===== config.mk =====
export PLATFORM = sky130hd
export DESIGN_NAME = fifo_free_list_slot_allocator_core
export DESIGN_NICKNAME = d
export VERILOG_FILES = /design/src/rtl/fsa_pkg.sv /design/src/rtl/fifo_free_list_slot_allocator_core.sv /design/src/rtl/fsa_ram.sv
export VERILOG_INCLUDE_DIRS = /design/src /design/src/rtl
export SDC_FILE = /design/constraint.sdc
export NUM_CORES = 1
export LEC_CHECK = 0
export BUFFER_PORTS_ARGS = -buffer_cell sky130_fd_sc_hd__buf_2
export CAP_MARGIN = 40
export CORE_MARGIN = 3
export CORE_UTILIZATION = 34
export DETAILED_ROUTE_END_ITERATION = 8
export HOLD_SLACK_MARGIN = 0.02
export PLACE_DENSITY = 0.62
export REMOVE_ABC_BUFFERS = 1
export SLEW_MARGIN = 40
export SYNTH_ARGS = -nofsm -noshare
export SYNTH_HDL_FRONTEND = slang
export SYNTH_SLANG_ARGS = --single-unit
export TNS_END_PERCENT = 5

===== constraint.sdc =====
create_clock -name clk -period 2.72 [get_ports clk]
set_clock_uncertainty 0.15 [all_clocks]
set_input_delay 0.408 -clock clk [delete_from_list [all_inputs] [get_ports clk]]
set_output_delay 0.408 -clock clk [all_outputs]
set_load 0.02 [all_outputs]

===== src/rtl/fifo_free_list_slot_allocator_core_assert.svh =====
// Assertion macros shared by the free-list slot allocator RTL.
// Expects a clock named clk and an active-low reset named rst_n in scope.
`ifndef FIFO_FREE_LIST_SLOT_ALLOCATOR_CORE_ASSERT_SVH
`define FIFO_FREE_LIST_SLOT_ALLOCATOR_CORE_ASSERT_SVH

`ifndef NO_ASSERTIONS

// Same-cycle implication, checked outside reset
`define FSA_ASSERT_SAME(lbl, ante, cons) \
  lbl: assert property (@(posedge clk) disable iff (!rst_n) (ante) |-> (cons)) \
    else $error("fsa: same-cycle check failed");

// Next-cycle implication, checked outside reset
`define FSA_ASSERT_NEXT(lbl, ante, cons) \
  lbl: assert property (@(posedge clk) disable iff (!rst_n) (ante) |=> (cons)) \
    else $error("fsa: next-cycle check failed");

`else

`define FSA_ASSERT_SAME(lbl, ante, cons)
`define FSA_ASSERT_NEXT(lbl, ante, cons)

`endif

`endif


===== src/rtl/fsa_pkg.sv =====
// Package for the free-list slot allocator: field widths, status codes,
// request kinds and the default pool size. No dependencies.
package fsa_pkg;

  // Default pool size
  localparam int SLOTS_DEF = 16;

  // Field widths
  localparam int KIND_W   = 1;
  localparam int SLOT_W   = 4;
  localparam int STATUS_W = 3;

  // Stream data widths, padded to whole bytes
  localparam int IN_TDATA_W  = 8;
  localparam int OUT_TDATA_W = 8;

  // Request kinds
  localparam logic [KIND_W-1:0] KIND_HOLD    = 1'b0;
  localparam logic [KIND_W-1:0] KIND_RELEASE = 1'b1;

  // Result status codes
  localparam logic [STATUS_W-1:0] ST_REUSED    = 3'd0;
  localparam logic [STATUS_W-1:0] ST_NEW       = 3'd1;
  localparam logic [STATUS_W-1:0] ST_EXHAUSTED = 3'd2;
  localparam logic [STATUS_W-1:0] ST_RELEASED  = 3'd3;
  localparam logic [STATUS_W-1:0] ST_IGNORED   = 3'd4;

endpackage


===== src/rtl/fifo_free_list_slot_allocator_core.sv =====
// Free-list slot allocator top level.
// Uses fsa_pkg, fsa_ram and the assertion macro header.
//
// Usage:
//   Input channel (in_*): one request per accepted beat. in_tuser is the
//   request kind (0 hold, 1 release); in_tdata[3:0] is the slot handle to
//   release, ignored for a hold.
//   Result channel (out_*): exactly one result per request, in order.
//   out_tuser is the status (0 reused, 1 new, 2 exhausted, 3 released,
//   4 release ignored); out_tdata[3:0] is the granted or released handle,
//   zero when none.
//   Latency: the result is valid in the cycle after the request is taken.
//   Throughput: one request per cycle unless stalled; the pool state and the
//   result register both update at the accepting edge, and the head of the
//   free queue is prefetched from the queue RAM so a reuse needs no wait.
//   Stall: a result waits in the output register; in_tready stays high
//   while that register is empty or being drained in the same cycle.
//   Reset: synchronous; the pool is empty, no slot is created or held and
//   the output register is empty. The queue RAM needs no clearing pass.
module fifo_free_list_slot_allocator_core #(
  parameter int SLOTS = fsa_pkg::SLOTS_DEF
) (
  input  logic                             clk,
  input  logic                             rst_n,
  input  logic                             in_tvalid,
  output logic                             in_tready,
  input  logic [fsa_pkg::IN_TDATA_W-1:0]   in_tdata,   // [3:0] slot_in, rest zero
  input  logic [fsa_pkg::KIND_W-1:0]       in_tuser,   // [0] kind
  output logic                             out_tvalid,
  input  logic                             out_tready,
  output logic [fsa_pkg::OUT_TDATA_W-1:0]  out_tdata,  // [3:0] slot_out, rest zero
  output logic [fsa_pkg::STATUS_W-1:0]     out_tuser   // [2:0] status
);

  import fsa_pkg::*;

`include "fifo_free_list_slot_allocator_core_assert.svh"

  // Index, count and comparison widths
  localparam int IW = $clog2(SLOTS);
  localparam int CW = $clog2(SLOTS + 1);
  localparam int XW = (CW > SLOT_W) ? CW : SLOT_W;
  localparam int OW = (IW > SLOT_W) ? IW : SLOT_W;

  // Pool state
  logic [IW-1:0]    head_r, head_nxt;
  logic [IW-1:0]    tail_r, tail_nxt;
  logic [CW-1:0]    free_count_r, free_count_nxt;
  logic [CW-1:0]    created_count_r, created_count_nxt;
  logic [SLOTS-1:0] held_mask_r, held_mask_nxt;

  // Head prefetch bypass
  logic             byp_hit_r;
  logic [IW-1:0]    byp_data_r;
  logic [IW-1:0]    ram_rd_data;
  logic [IW-1:0]    head_data;

  // Result register
  logic                out_valid_r;
  logic [STATUS_W-1:0] out_status_r, out_status_nxt;
  logic [SLOT_W-1:0]   out_slot_r, out_slot_nxt;

  // Request decode
  logic              in_fire;
  logic [SLOT_W-1:0] req_slot;
  logic [XW-1:0]     req_slot_x;
  logic [IW-1:0]     req_idx;
  logic              rel_ok;
  logic              can_reuse;
  logic              can_create;
  logic              q_wr_en;
  logic [IW-1:0]     grant_slot;
  logic [OW-1:0]     grant_wide;

  assign in_tready  = !out_valid_r || out_tready;
  assign in_fire    = in_tvalid && in_tready;
  assign req_slot   = in_tdata[SLOT_W-1:0];
  assign req_slot_x = XW'(req_slot);
  assign req_idx    = req_slot_x[IW-1:0];

  // Head of the free queue: RAM read data unless written the same edge
  assign head_data = byp_hit_r ? byp_data_r : ram_rd_data;

  assign can_reuse  = (free_count_r != '0);
  assign can_create = (created_count_r < CW'(SLOTS));
  assign rel_ok     = (req_slot_x < XW'(created_count_r)) && held_mask_r[req_idx];
  assign q_wr_en    = in_fire && (in_tuser == KIND_RELEASE) && rel_ok;

  // Decide the request and compute the next pool state
  always_comb begin
    head_nxt          = head_r;
    tail_nxt          = tail_r;
    free_count_nxt    = free_count_r;
    created_count_nxt = created_count_r;
    held_mask_nxt     = held_mask_r;
    out_status_nxt    = ST_IGNORED;
    grant_slot        = '0;
    if (in_tuser == KIND_HOLD) begin
      if (can_reuse) begin
        grant_slot     = head_data;
        out_status_nxt = ST_REUSED;
        head_nxt       = (head_r == IW'(SLOTS - 1)) ? '0 : head_r + 1'b1;
        free_count_nxt = free_count_r - 1'b1;
        held_mask_nxt[head_data] = 1'b1;
      end else if (can_create) begin
        grant_slot        = created_count_r[IW-1:0];
        out_status_nxt    = ST_NEW;
        created_count_nxt = created_count_r + 1'b1;
        held_mask_nxt[created_count_r[IW-1:0]] = 1'b1;
      end else begin
        out_status_nxt = ST_EXHAUSTED;
      end
    end else if (rel_ok) begin
      grant_slot     = req_idx;
      out_status_nxt = ST_RELEASED;
      tail_nxt       = (tail_r == IW'(SLOTS - 1)) ? '0 : tail_r + 1'b1;
      free_count_nxt = free_count_r + 1'b1;
      held_mask_nxt[req_idx] = 1'b0;
    end
    grant_wide   = OW'(grant_slot);
    out_slot_nxt = grant_wide[SLOT_W-1:0];
  end

  // Free queue storage; read address tracks the head after this edge
  fsa_ram #(
    .WIDTH (IW),
    .DEPTH (SLOTS)
  ) u_queue_ram (
    .clk     (clk),
    .wr_en   (q_wr_en),
    .wr_addr (tail_r),
    .wr_data (req_idx),
    .rd_addr (in_fire ? head_nxt : head_r),
    .rd_data (ram_rd_data)
  );

  // Advance pool state on an accepted request
  always_ff @(posedge clk) begin
    if (!rst_n) begin
      head_r          <= '0;
      tail_r          <= '0;
      free_count_r    <= '0;
      created_count_r <= '0;
      held_mask_r     <= '0;
    end else if (in_fire) begin
      head_r          <= head_nxt;
      tail_r          <= tail_nxt;
      free_count_r    <= free_count_nxt;
      created_count_r <= created_count_nxt;
      held_mask_r     <= held_mask_nxt;
    end
  end

  // Capture a queue write that lands on the address being prefetched
  always_ff @(posedge clk) begin
    if (!rst_n) begin
      byp_hit_r <= 1'b0;
    end else begin
      byp_hit_r <= q_wr_en && (tail_r == (in_fire ? head_nxt : head_r));
    end
  end

  always_ff @(posedge clk) begin
    byp_data_r <= req_idx;
  end

  // Hold the result until the receiver takes it
  always_ff @(posedge clk) begin
    if (!rst_n) begin
      out_valid_r <= 1'b0;
    end else if (in_fire) begin
      out_valid_r <= 1'b1;
    end else if (out_tready) begin
      out_valid_r <= 1'b0;
    end
  end

  always_ff @(posedge clk) begin
    if (in_fire) begin
      out_status_r <= out_status_nxt;
      out_slot_r   <= out_slot_nxt;
    end
  end

  assign out_tvalid = out_valid_r;
  assign out_tuser  = out_status_r;
  assign out_tdata  = OUT_TDATA_W'(out_slot_r);

  // Free slots plus held slots account for every created slot
  `FSA_ASSERT_SAME(a_pool_conserved, 1'b1, (32'(free_count_r) + 32'($countones(held_mask_r))) == 32'(created_count_r))

  // The pool never grows past its size
  `FSA_ASSERT_SAME(a_created_bound, 1'b1, created_count_r <= CW'(SLOTS))

  // An exhausted hold leaves the pool untouched
  `FSA_ASSERT_NEXT(a_exhausted_stable, in_fire && (in_tuser == KIND_HOLD) && !can_reuse && !can_create, $stable(created_count_r) && $stable(free_count_r) && $stable(held_mask_r))

  // A good release queues exactly one more free slot
  `FSA_ASSERT_NEXT(a_release_queues, q_wr_en, free_count_r == $past(free_count_r) + 1'b1)

  // Every accepted request yields a result in the next cycle
  `FSA_ASSERT_NEXT(a_result_follows, in_fire, out_valid_r)

endmodule


===== src/rtl/fsa_ram.sv =====
// Generic single-port-write, single-port-read RAM with registered read data.
// No package dependencies.
module fsa_ram #(
  parameter int WIDTH = 4,
  parameter int DEPTH = 16
) (
  input  logic                     clk,
  input  logic                     wr_en,
  input  logic [$clog2(DEPTH)-1:0] wr_addr,
  input  logic [WIDTH-1:0]         wr_data,
  input  logic [$clog2(DEPTH)-1:0] rd_addr,
  output logic [WIDTH-1:0]         rd_data
);

  logic [WIDTH-1:0] mem [DEPTH];
  logic [WIDTH-1:0] rd_data_r;

  // Write port
  always_ff @(posedge clk) begin
    if (wr_en) begin
      mem[wr_addr] <= wr_data;
    end
  end

  // Registered read port
  always_ff @(posedge clk) begin
    rd_data_r <= mem[rd_addr];
  end

  assign rd_data = rd_data_r;

endmodule

======== Word-level counts from Yosys, hierarchy flattened ========
Memory sizes are Yosys's and may differ from the RTL's. A register that Yosys moved wholly into a read port is not among the register bits.
Index checks and enable logic that the tools add are counted.
cells by class
  order comparisons ....................... 8
  equality and inequality tests ........... 4
  reduce and logical (&&, ||, !) cells .... 18
  $add $sub $neg .......................... 5
  mux-type cells .......................... 33
  bitwise logic cells ..................... 6
operators by type and width
  cell                                                                                  number
  16-bit 2-to-1 mux                                                                     4
  4-bit 2-to-1 mux                                                                      10
  16-bit OR                                                                             2
  16-bit AND                                                                            1
  16-bit NOT                                                                            1
  4-bit by 5-bit less-than comparator with 1-bit output (second input constant)         3
  5-bit 2-to-1 mux                                                                      3
  1-bit demux with 4-bit select                                                         3
  4-bit by 1-bit greater-or-equal comparator with 1-bit output (second input constant)  3
  5-bit by 1-bit adder with 5-bit output (second input constant)                        2
  3-bit AND reduction                                                                   3
  4-bit by 1-bit adder with 4-bit output (second input constant)                        2
  4-bit equality test (second input constant)                                           2
  1-bit logical AND                                                                     8
  1-bit 2-to-1 mux                                                                      8
  3-bit 2-to-1 mux                                                                      2
  4-bit by 5-bit less-than comparator with 1-bit output                                 1
  5-bit less-than comparator (second input constant)                                    1
  5-bit nonzero test                                                                    1
  5-bit by 1-bit subtractor with 5-bit output (second input constant)                   1
  1-bit binary-select mux with 4-bit select                                             1
  4-bit equality test                                                                   1
  2-bit 2-to-1 mux                                                                      2
  4-bit AND reduction                                                                   1
  6 further kinds                                                                       8
storage, ports and cells
  RAM bits ................................ 64
  word-level logic and storage cells ...... 85
  memories ................................ 1
  register bits after elaboration ......... 47
memory list
  name             depth  bits a word  read ports  clocked after memory_dff  write ports  line           text
  u_queue_ram.mem  16     4            1           1                         1            fsa_ram.sv:15  logic [WIDTH-1:0] mem [DEPTH];

======== Logic depth before layout (Yosys ltp) ========
  depth after elaboration ................. 8
  depth in mapped cells ................... 10

======== Hierarchy ========
Synthesis repeated with hierarchy kept, for this count alone.
unflattened totals
  cells, all modules ...................... 451
  area, all modules ....................... 5491.5 µm²
by module, submodules not included
  module                              times used  sequential area each (µm²)  cells each  area each (µm²)
  fifo_free_list_slot_allocator_core  1           1011.0                      321         2825.2
  fsa_ram                             1           2001.9                      130         2666.3

======== Worst setup path after synthesis ========
Ideal clock, no wire load.
  path kind ............................... input-to-reg
  from .................................... input out_tready
  to ...................................... register u_queue_ram.rd_data_r[0], in the netlist u_queue_ram.rd_data[0] (read register of u_queue_ram.mem)
  library setup time ...................... 0.122 ns
  stages on the path ...................... 9
  arrival time ............................ 2.757 ns
  setup slack ............................. -0.309 ns
  required time ........................... 2.448 ns
  path buffers ............................ 1
  cells stage by stage .................... nand2b_1 > nand2_1 > buf_2 > clkinv_1 > nand2_1 > mux2_2 > a2111o_1 > o211a_1 > a221o_1
between the ends
  longest elaborated chain between the ends .. 3
RTL lines
  item               line                                      text
  from (decl)        fifo_free_list_slot_allocator_core.sv:30  input logic out_tready,
  1-bit logical OR   fifo_free_list_slot_allocator_core.sv:75  assign in_tready = !out_valid_r || out_tready;
  1-bit logical AND  fifo_free_list_slot_allocator_core.sv:76  assign in_fire = in_tvalid && in_tready;
  via in_fire        fifo_free_list_slot_allocator_core.sv:64  logic in_fire;
  4-bit 2-to-1 mux   n/a
  to (decl)          fsa_ram.sv:16                             logic [WIDTH-1:0] rd_data_r;
The timed path passes the listed nets, and every way through them passes these cells.
A chain may end at the register's enable or synchronous reset.

======== Final worst setup path ========
  from .................................... register free_count_r[2]
  to ...................................... register u_queue_ram.rd_data_r[2], in the netlist u_queue_ram.rd_data[2] (read register of u_queue_ram.mem)
between the ends
  longest elaborated chain between the ends .. 4
RTL lines
  item                    line                                       text
  from (decl)             fifo_free_list_slot_allocator_core.sv:48   logic [CW-1:0] free_count_r, free_count_nxt;
  from (signal assigned)  fifo_free_list_slot_allocator_core.sv:148  free_count_r <= free_count_nxt;
  5-bit nonzero test      fifo_free_list_slot_allocator_core.sv:84   assign can_reuse = (free_count_r != '0);
  4-bit 2-to-1 mux        fifo_free_list_slot_allocator_core.sv:99   if (can_reuse) begin
  4-bit 2-to-1 mux        fifo_free_list_slot_allocator_core.sv:98   if (in_tuser == KIND_HOLD) begin
  4-bit 2-to-1 mux        n/a
Every way passes these cells.

==> results.md <==
- Status: finished, violations left
- H-tree depth: 4
- Die W: 137 microns
- 1st-iter DRT viols: 449
- Arr. time, crit path: 2.85 ns
- CTS buffer count: 17
- Hpwl dp: 11100 microns
- RSZ-0062 raised after global routing: true
- Hold depth: 3
- Clk slew on worst S/H paths: 0.06 ns
- Max IR drop VDD: 0.390 mV
- Row count: 47
- TNS Setup: -0.0238 ns
- Post-synth top flop: edfxtp_1
- Final GP Congestion: around 0.84
- Final net count: 652
- Pwr/cell area: 633 nW/um^2
- Vias in the first global route: between 4000 and 5000
- Failing checks: setup timing
- Post-synthesis register bit count: 115
- Ranking of synthesized cells by area: edfxtp_1 36%, dfxtp_1 15%, ha_1 3.2%
- Total GRT Usage: 16.9%
- Final ANT Viol Nets: 0
- Seq/Total Area, Yosys: about half
- Initial antenna violation count: 0
- DRC Markers: 0
- Max cap viols: 0
- Via Count: 4748
- Number of fill cells: 1567
- Critical path peak fanout: 6
- Core area: 16700 sq um
- Initial cell density of the core: 35.1%
- GRT overflow: 0
- FMAX: 364 MHz
- Synth Area in Simple Gates: 16.0%
- Largest family of logic cells by synthesized area: compound AO/OA/AOI/OAI gates
- Setup crit start kind: flip-flop
- Worst slew pin tran: 0.679 ns
- Largest net degree at the start of global routing: 29
- Count leader, synth: edfxtp_1
- Critical Path RT: 2.82 ns
- # diodes: 0
- Compound-Gate Fraction of Synth Area: roughly 18%
- Wire per inst: 18.2 microns
- Minimum clock period: between 2 and 3 ns
- Max-slew violation count: 0
- Netlist cell types: 75
- Clk Latency, worst-skew pair: 0.41 ns
- Synth cell count leaders: 71 x edfxtp_1, 50 x nand2_1, 44 x dfxtp_1
- Crit path capture type: flip-flop
- P&R area growth vs syn: 25.2%
- Final Cell Area: 7340 sq um
- Number of synthesized flops with an enable pin: 71
- Drt total wl: 15600 microns
- Max_slew headroom: a little over half
- Mux contribution to synthesized area: 5.34%
- Dpl cell area: 6640 sq um
- Crit path kind: flip-flop to flip-flop
- Global-route wire length before repair: around 24000 microns
- Final hold violations: 0
- 1st-pass router iterations: 5
- Final Cycle Share: 101%
- Final WS setup: -0.0238 ns
- # port buffers: 17
- # IOs: 26
- Sink Count: 115
- Synth Cell Area: 5860 sq um
- Mapped Cells: roughly 550
- Share of the synthesized area in the top cell type: approximately 36%
- Syn avg cell area: 10.8 sq um
- Post-CTS setup buffer count: 0
- CTS Buffer Depth: 2
- Root Driver: clkbuf_16
- Layout cell share with drive strength beyond 1: 27.5%
- Ys async rst share: 0%
- Post-Synth Adder-Cell Area: 3.54%
- Yosys warning count: 0
- Final hold slack: 0.116 ns
- Synth Area in XOR/XNOR: 1.94%
- Final Setup Violations: 1
- R2R depth: 8
- Leak pwr: about 2.7 nW
- Worst hold-check path type: input port to flip-flop
- Vias per cell: approximately 5.5
- TritonCTS clock tree: yes
- Die height: 137 microns
- Full die area: 18800 sq um
- Cts hold-fix bufs: 0
- Most area-hungry cell type in the Yosys netlist: edfxtp_1
[metrics by stage]
step / util [%] / power [W] / cells / setup WS [ns]
floorplan: - / 0.00224 / 510 / -0.634
global placement: 39.7 / 0.00249 / 824 / -0.276
detailed placement: 39.7 / 0.00249 / 824 / -0.233
CTS: 43.4 / 0.00465 / 856 / -0.0149
global route: 43.9 / 0.00481 / 856 / -0.0734
finish: 43.9 / 0.00464 / 856 / -0.0238
[where the power goes]
part | total, W | leakage, nW | switching [W] | internal [W]
registers | 0.00190 | 1.00 | 0.0000179 | 0.00189
logic | 0.000584 | 1.40 | 0.000349 | 0.000235
clock network | 0.00216 | 0.285 | 0.000932 | 0.00123
[worst paths after layout]
check | startpoint | end | slack (ns)
setup / recovery | free_count_r[2] | u_queue_ram.rd_data[2] | -0.02
hold / removal | in_tvalid | out_tvalid | 0.12
setup reg to reg | free_count_r[2] | u_queue_ram.rd_data[2] | -0.02
hold reg to reg | held_mask_r[3] | held_mask_r[3] | 0.34
[cells by family (layout without fill, tap and decap cells)]
family                   Yosys count  after routing
buffers and inverters             51            139
adder cells (fa/ha/maj)           16             16
XOR/XNOR                          13             13
AO/OA/AOI/OAI                    142            142
flip-flops                       115            115
AND/OR/NAND/NOR                  184            184
other                              1              4
multiplexers                      23             23
[cells in the final DEF (no fill, tap or decap), types with 5 or more instances in the layout]
cell | synthesis | final
and2_1 | 12 | 12
a22oi_1 | 8 | 6
nand2b_1 | 9 | 9
xnor2_1 | 12 | 12
ha_1 | 15 | 15
a32oi_1 | 5 | 5
clkbuf_16 | 0 | 17
nand2_1 | 50 | 48
inv_6 | 0 | 5
mux2i_1 | 8 | 7
inv_1 | 11 | 11
a221o_1 | 5 | 5
o21ai_0 | 24 | 20
nor2_1 | 34 | 29
and3_1 | 13 | 13
edfxtp_1 | 71 | 71
nand3_1 | 18 | 18
a211o_1 | 5 | 5
inv_8 | 0 | 5
dfxtp_1 | 44 | 43
buf_2 | 8 | 17
nor2_2 | 0 | 5
mux2_2 | 10 | 9
nor2b_1 | 6 | 6
a32o_1 | 9 | 9
a21o_1 | 5 | 5
o211ai_1 | 5 | 5
nor3_1 | 16 | 14
a21oi_1 | 22 | 20
nand4_1 | 6 | 6
buf_4 | 4 | 75
o22ai_1 | 6 | 6
[flip-flops by register name, summed over array words and instances, names as in the netlist, 3 cells and up]
register	cells
u_queue_ram.mem	64
tail_r	4
held_mask_r	16
out_slot_r	4
created_count_r	5
out_tuser	3
free_count_r	5
head_r	4
byp_data_r	4
u_queue_ram.rd_data	4
[per-layer routing]
layer / up-vias / wire (microns) / global-route usage (%)
li1: 2244 / - / -
met1: 2328 / 7160 / 23.2
met2: 161 / 7370 / 27.4
met3: 15 / 861 / 2.41
met4: 0 / 164 / 5.65
met5: - / 0 / 0
[critical path, cell delays in order (launching register included)]
cell and delay, ns:
dfxtp_1 0.32, or4_4 0.56, o21ai_2 0.14, buf_6 0.14, o41a_1 0.17, or2_4 0.15
mux4_2 0.50, a221oi_2 0.29, o311ai_1 0.16
[cell type report]
cell class	instances	area [sq um]	share of cell area, %
sequential	115	3010	41.1
multi-input combinational	382	2740	37.4
timing repair buffer	94	671	9.14
clock buffer	17	425	5.80
tap	220	275	3.75
clock inverter	15	158	2.15
inverter	13	48.8	0.665
[what timing repair did]
action                                  CTS  global route
endpoints found under the hold margin     0             0
pin swaps                                 1             3
resized for setup                         9            30
gates cloned                              0             0
endpoints found under the setup margin   45            69
No activity file was read; power rests on OpenSTA's default activity.
